File: src/hdl/snfa_pkg.sv
// ----------------------------------------------------------------------------
// snfa_pkg
// Shared types, constants and saturation helpers of the spring network
// force accumulator.
// ----------------------------------------------------------------------------
package snfa_pkg;

   localparam int DataW    = 32;
   localparam int RadW     = 31;
   localparam int AccW     = 48;
   localparam int MulW     = 33;
   localparam int ProdW    = 66;
   localparam int WideW    = 64;
   localparam int QuotW    = 31;
   localparam int IterW    = 5;
   localparam int AddrW    = 3;
   localparam int ReqDataW = 224;
   localparam int RspDataW = 160;

   localparam logic [IterW-1:0] RootLastIter = 5'd31;
   localparam logic [IterW-1:0] DivLastIter  = 5'd30;

   localparam logic [DataW-1:0] SpringReset = 32'd524288;
   localparam logic [DataW-1:0] DampReset   = 32'd655360;

   // register index as decoded from paddr[2]
   localparam logic RegSpring = 1'b0;
   localparam logic RegDamp   = 1'b1;

   localparam logic signed [ProdW-1:0] S32MaxW = 66'sd2147483647;
   localparam logic signed [ProdW-1:0] S32MinW = -66'sd2147483648;
   localparam logic signed [AccW:0]    S48Max  = 49'sd140737488355327;
   localparam logic signed [AccW:0]    S48Min  = -49'sd140737488355328;

   typedef enum logic [3:0] {
      OP_NONE,
      OP_LOAD,
      OP_SQX,
      OP_SQY,
      OP_ROOT,
      OP_LEN,
      OP_KMUL,
      OP_PRODX,
      OP_PRODY,
      OP_DIVINIT,
      OP_DIV,
      OP_ACC,
      OP_DAMPX,
      OP_DAMPY,
      OP_EMIT
   } op_type;

   typedef struct packed {
      op_type op;
   } cmd_type;

   typedef struct packed {
      logic len_zero;
   } status_type;

   function automatic logic signed [DataW-1:0] sat32(input logic signed [ProdW-1:0] v);
      logic signed [DataW-1:0] r;
      if (v > S32MaxW) begin
         r = 32'sh7FFFFFFF;
      end else if (v < S32MinW) begin
         r = 32'sh80000000;
      end else begin
         r = v[DataW-1:0];
      end
      return r;
   endfunction

   function automatic logic signed [AccW-1:0] sat48(input logic signed [AccW:0] v);
      logic signed [AccW-1:0] r;
      if (v > S48Max) begin
         r = S48Max[AccW-1:0];
      end else if (v < S48Min) begin
         r = S48Min[AccW-1:0];
      end else begin
         r = v[AccW-1:0];
      end
      return r;
   endfunction

endpackage

File: src/hdl/snfa_ctrl.sv
// ----------------------------------------------------------------------------
// snfa_ctrl
// Sequencer of the accumulator: handshakes, link counter, iteration counter
// and the command stream for the datapath.
// ----------------------------------------------------------------------------
module snfa_ctrl #(
   parameter int MAX_LINKS = 6
) (
   input  logic                 clock,
   input  logic                 reset,
   input  logic                 req_tvalid,
   output logic                 req_tready,
   input  logic                 req_link_present,
   input  logic                 req_last_link,
   output logic                 rsp_tvalid,
   input  logic                 rsp_tready,
   output snfa_pkg::cmd_type    cmd,
   input  snfa_pkg::status_type status
);

   localparam int CntW = $clog2(MAX_LINKS + 1);

   typedef enum logic [13:0] {
      ST_IDLE    = 14'b00000000000001,
      ST_SQX     = 14'b00000000000010,
      ST_SQY     = 14'b00000000000100,
      ST_ROOT    = 14'b00000000001000,
      ST_LEN     = 14'b00000000010000,
      ST_KMUL    = 14'b00000000100000,
      ST_PRODX   = 14'b00000001000000,
      ST_PRODY   = 14'b00000010000000,
      ST_DIVINIT = 14'b00000100000000,
      ST_DIV     = 14'b00001000000000,
      ST_ACC     = 14'b00010000000000,
      ST_DAMPX   = 14'b00100000000000,
      ST_DAMPY   = 14'b01000000000000,
      ST_EMIT    = 14'b10000000000000
   } state_type;

   state_type                      state_ff, state_in;
   logic [snfa_pkg::IterW-1:0]     iter_ff, iter_in;
   logic [CntW-1:0]                cnt_ff, cnt_in;
   logic                           last_ff, last_in;
   logic                           rsp_valid_ff, rsp_valid_in;
   logic                           below_max;

   assign below_max  = cnt_ff < CntW'(MAX_LINKS);
   assign req_tready = (state_ff == ST_IDLE);
   assign rsp_tvalid = rsp_valid_ff;

   always_comb begin
      state_in     = state_ff;
      iter_in      = iter_ff;
      cnt_in       = cnt_ff;
      last_in      = last_ff;
      rsp_valid_in = rsp_valid_ff && !rsp_tready;
      cmd.op       = snfa_pkg::OP_NONE;
      case (state_ff)
         ST_IDLE: begin
            if (req_tvalid) begin
               cmd.op  = snfa_pkg::OP_LOAD;
               last_in = req_last_link;
               if (req_last_link) begin
                  cnt_in = '0;
               end else if (below_max) begin
                  cnt_in = cnt_ff + 1'b1;
               end
               if (req_link_present && below_max) begin
                  state_in = ST_SQX;
               end else if (req_last_link) begin
                  state_in = ST_DAMPX;
               end
            end
         end
         ST_SQX: begin
            cmd.op   = snfa_pkg::OP_SQX;
            state_in = ST_SQY;
         end
         ST_SQY: begin
            cmd.op   = snfa_pkg::OP_SQY;
            iter_in  = '0;
            state_in = ST_ROOT;
         end
         ST_ROOT: begin
            cmd.op  = snfa_pkg::OP_ROOT;
            iter_in = iter_ff + 1'b1;
            if (iter_ff == snfa_pkg::RootLastIter) begin
               state_in = ST_LEN;
            end
         end
         ST_LEN: begin
            cmd.op   = snfa_pkg::OP_LEN;
            state_in = ST_KMUL;
         end
         ST_KMUL: begin
            cmd.op   = snfa_pkg::OP_KMUL;
            state_in = status.len_zero ? ST_ACC : ST_PRODX;
         end
         ST_PRODX: begin
            cmd.op   = snfa_pkg::OP_PRODX;
            state_in = ST_PRODY;
         end
         ST_PRODY: begin
            cmd.op   = snfa_pkg::OP_PRODY;
            state_in = ST_DIVINIT;
         end
         ST_DIVINIT: begin
            cmd.op   = snfa_pkg::OP_DIVINIT;
            iter_in  = '0;
            state_in = ST_DIV;
         end
         ST_DIV: begin
            cmd.op  = snfa_pkg::OP_DIV;
            iter_in = iter_ff + 1'b1;
            if (iter_ff == snfa_pkg::DivLastIter) begin
               state_in = ST_ACC;
            end
         end
         ST_ACC: begin
            cmd.op   = snfa_pkg::OP_ACC;
            state_in = last_ff ? ST_DAMPX : ST_IDLE;
         end
         ST_DAMPX: begin
            cmd.op   = snfa_pkg::OP_DAMPX;
            state_in = ST_DAMPY;
         end
         ST_DAMPY: begin
            cmd.op   = snfa_pkg::OP_DAMPY;
            state_in = ST_EMIT;
         end
         ST_EMIT: begin
            // hold until the output register is free
            if (!rsp_valid_ff || rsp_tready) begin
               cmd.op       = snfa_pkg::OP_EMIT;
               rsp_valid_in = 1'b1;
               state_in     = ST_IDLE;
            end
         end
         default: begin
            state_in = ST_IDLE;
         end
      endcase
   end

   always_ff @(posedge clock) begin
      if (reset) begin
         state_ff     <= ST_IDLE;
         iter_ff      <= '0;
         cnt_ff       <= '0;
         last_ff      <= 1'b0;
         rsp_valid_ff <= 1'b0;
      end else begin
         state_ff     <= state_in;
         iter_ff      <= iter_in;
         cnt_ff       <= cnt_in;
         last_ff      <= last_in;
         rsp_valid_ff <= rsp_valid_in;
      end
   end

endmodule

File: config.mk
export PLATFORM = sky130hd
export DESIGN_NAME = snfa_ctrl
export DESIGN_NICKNAME = d
export VERILOG_FILES = /design/src/hdl/snfa_pkg.sv /design/src/hdl/snfa_ctrl.sv
export SDC_FILE = /design/constraint.sdc
export NUM_CORES = 1
export LEC_CHECK = 0
export BUFFER_PORTS_ARGS = -buffer_cell sky130_fd_sc_hd__buf_4
export CORE_ASPECT_RATIO = 1.5
export CORE_MARGIN = 2
export CORE_UTILIZATION = 40
export CTS_BUF_LIST = sky130_fd_sc_hd__clkbuf_4
export DETAILED_ROUTE_END_ITERATION = 10
export PLACE_DENSITY = 0.7
export SYNTH_ARGS = -nofsm -noshare
export SYNTH_HDL_FRONTEND = slang
export SYNTH_SLANG_ARGS = --single-unit
File: constraint.sdc
create_clock -name clock -period 2 [get_ports clock]
set_input_delay 0.2 -clock clock [delete_from_list [all_inputs] [get_ports clock]]
set_output_delay 0.2 -clock clock [all_outputs]
set_load 0.02 [all_outputs]
==> flow_summary.ini <==
[clock_network]
cts_buffers = 3
clock_latency_ns = 0.33
clk_pin_slew_ns = 0.14
htreeDepth = 1
cts_hold_buf = 0
numClockSinks = 24
root_buffer = clkbuf_4
tritoncts = done
cts_buffer_depth = 2

[worst_setup_path]
timing.rr.end = state_ff[3]
critical_path_class = reg -> out
endpoint_kind = primary output
reg2regPathDepth = 8
start_kind = register
cp_max_fo = 4
worst_ep_arrival_time_ns = 2.10
r2r_start = state_ff[2]
ff2ff_setup_slack_ns = -0.19
crit_required_ns = 1.80

[synthesis]
syn_avg_cell_area_um2 = 7.98
synthFlopType = dfxtp_1
synth_edf_count = 0
ys_ff_latch = 24
synth_cells = 197
synth_cell_type_count = 45
yosysSeqAreaShare_pct = 30.6
synth_nets = 208
syn-cell-area_um2 = 1570
yosysWarnings = 0
synthArstFlopShare_pct = 0

[die]
die_h_um = 80.8
die_area_um2 = 4460
start_util_pct = 42.3
ios = 13
rows = 27
core_um2 = 3720
fp.dieW_um = 55.2

[timing]
clock.fmax_mhz = 435
hold_viol = 0
rsz0062_at_grt = true
finalMaxSlewViolations = 0
fin_ws_ns = -0.299
fin_crit_sh_pct = 115
setup_viol = 20
clock_skew_ns = 0.00496
tightest_slew_ns = 0.441
hold_slack_ns = 0.0427
fin_crit_ns = 2.30
relSlewSlack_pct = 70.3

[finish]
area_growth_pct = 52.6
final_nets = 268
fin_cells = 298
drive_gt1_share_pct = 51.4
design_area_um2 = 2400
diodes = 0

[route]
via_per_inst = 6.02
num_vias = 1793
postRouteAntennaNets = 0
drtPass1Iterations = 5
drc = 0
wl_per_cell_um = 17.8
drt_iter0_drc = 49
wl_um = 5300

[place]
dp_cells = 275
placed_cell_area_um2 = 1940
io_buffers = 12
place.gp.congestion = 0.943
hpwlAfterDp_um = 3340

[global_route]
grt_pass1_wl_um = 7800
use_met3_pct = 2.57
grtUsageMet2_pct = 41.9
antenna_found_initial = 0
met1_usage_pct = 28.6
overflow = 0
grt_pass1_vias = 1681
grt_use_total_pct = 24.4
grt_max_degree = 16
grt-busiest-layer = met2

[min_path]
hold_start = status
whs_path_depth = 2
hold_end = state_ff[6]
hp-class = in -> reg

[power]
cellPowerDensity_nw_per_um2 = 574
peakVddDrop_uv = 425
power_mw = 1.38
power.leakage_nw = 0.994

[run_status]
status = finished, violations left
failed_checks = negative setup slack

[job]
drv_cap = 0
## critical path, stage by stage (launching register included)
cell and delay [ns]:
dfxtp_2 0.35, or4_4 0.57, nor2_4 0.11, nor4b_4 0.24, nand3b_1 0.21, nand4_1 0.16
buf_6 0.13
## placed cells by master (no fill, tap or decap), types with 3 or more instances in the layout
| cell | n |
|---|---|
| a21oi_1 | 7 |
| a21oi_2 | 5 |
| a31oi_1 | 4 |
| buf_4 | 54 |
| buf_6 | 15 |
| clkbuf_4 | 3 |
| dfxtp_1 | 17 |
| dfxtp_2 | 7 |
| ha_1 | 4 |
| inv_1 | 6 |
| nand2_1 | 14 |
| nand3_1 | 3 |
| nand3_2 | 3 |
| nand3b_1 | 5 |
| nand4_1 | 6 |
| nand4b_1 | 3 |
| nor2_1 | 9 |
| nor2_2 | 7 |
| nor2_4 | 5 |
| nor2b_1 | 3 |
| nor3_1 | 6 |
| nor4_1 | 3 |
| nor4_4 | 5 |
| o21ai_0 | 7 |
| or4_4 | 3 |
| or4b_2 | 3 |
| xnor2_1 | 3 |
| xor2_1 | 4 |
## cells by family (layout without fill, tap and decap cells)
kind of cell    after synthesis  count (layout)  share of synthesized area [%]
flops                        24              24                           30.6
simple gates                102             102                           39.3
fa+ha+maj                     4               4                           3.18
compound gates               40              40                           16.4
buf+inv                      20              78                           6.69
xor+xnor                      7               7                           3.90
## synthesized netlist by cell type, types with 2 or more instances
master     n  area [µm²]
dfxtp_1   24         480
nor2_1    19        71.3
nand2_1   16        60.1
a21oi_1   12        60.1
o21ai_0   11        55.1
nor3_1     9        45.0
nor4_1     8        50.1
nand3_1    7        35.0
buf_2      6        30.0
inv_1      6        22.5
nand4_1    6        37.5
clkbuf_1   5        18.8
nand3b_1   5        37.5
or4b_2     5        50.1
a31oi_1    4        25.0
ha_1       4        50.1
xor2_1     4        35.0
buf_6      3        33.8
nand4b_1   3        26.3
nor2b_1    3        18.8
nor4b_1    3        26.3
xnor2_1    3        26.3
a22oi_1    2        15.0
a41oi_1    2        17.5
and3_1     2        12.5
nor2_2     2        12.5
nor4_4     2        42.5
o32a_1     2        20.0
or2_2      2        12.5
or4_4      2        22.5
## metal layers
layer / wire length, µm / vias to the layer above
met5: 0 / -
met4: 254 / 0
met3: 198 / 24
met2: 2810 / 57
met1: 2040 / 863
li1: - / 849
## state kept, by name (all words and copies together), names as in the netlist
register    count
rsp_tvalid      1
last_ff         1
state_ff       14
iter_ff         5
cnt_ff          3
## worst max path at each step
| stage | from | end | cells past startpoint | slack, ns |
|---|---|---|---|---|
| floorplan | state_ff[12] | state_ff[0] | 7 | -0.17 |
| global placement | state_ff[0] | cmd[0] | 6 | -0.03 |
| detailed placement | state_ff[0] | cmd[1] | 6 | -0.09 |
| CTS | state_ff[7] | cmd[2] | 6 | -0.25 |
| global route | state_ff[4] | cmd[3] | 6 | -0.38 |
| finish | state_ff[1] | cmd[0] | 6 | -0.30 |
## stage by stage
step	utilization (%)	TNS, ns	setup WS, ns
2_1_floorplan	-	-0.741	-0.166
3_3_place_gp	52.1	-0.0405	-0.0298
3_5_place_dp	52.1	-0.298	-0.0903
4_1_cts	60.4	-2.07	-0.254
5_1_grt	64.5	-4.58	-0.376
6_report	64.5	-3.03	-0.299
## timing repair
action,CTS,global route
resized for setup,42,31
buffers inserted,13,8
pin swaps,21,14
cloned,1,0
endpoints found under the setup margin,11,25
## layout make-up
class	instances	area (µm²)
Sequential cell	24	489
Tap cell	43	53.8
Clock buffer	3	22.5
Multi-Input combinational cell	153	1240
Inverter	6	22.5
Timing Repair Buffer	69	574
Fill cell	316	1320
## where the power goes
group          internal [mW]  switching, mW
Clock                 0.0708          0.154
Combinational          0.319          0.322
Sequential             0.496         0.0167
Power figures use the tool's default switching activity.
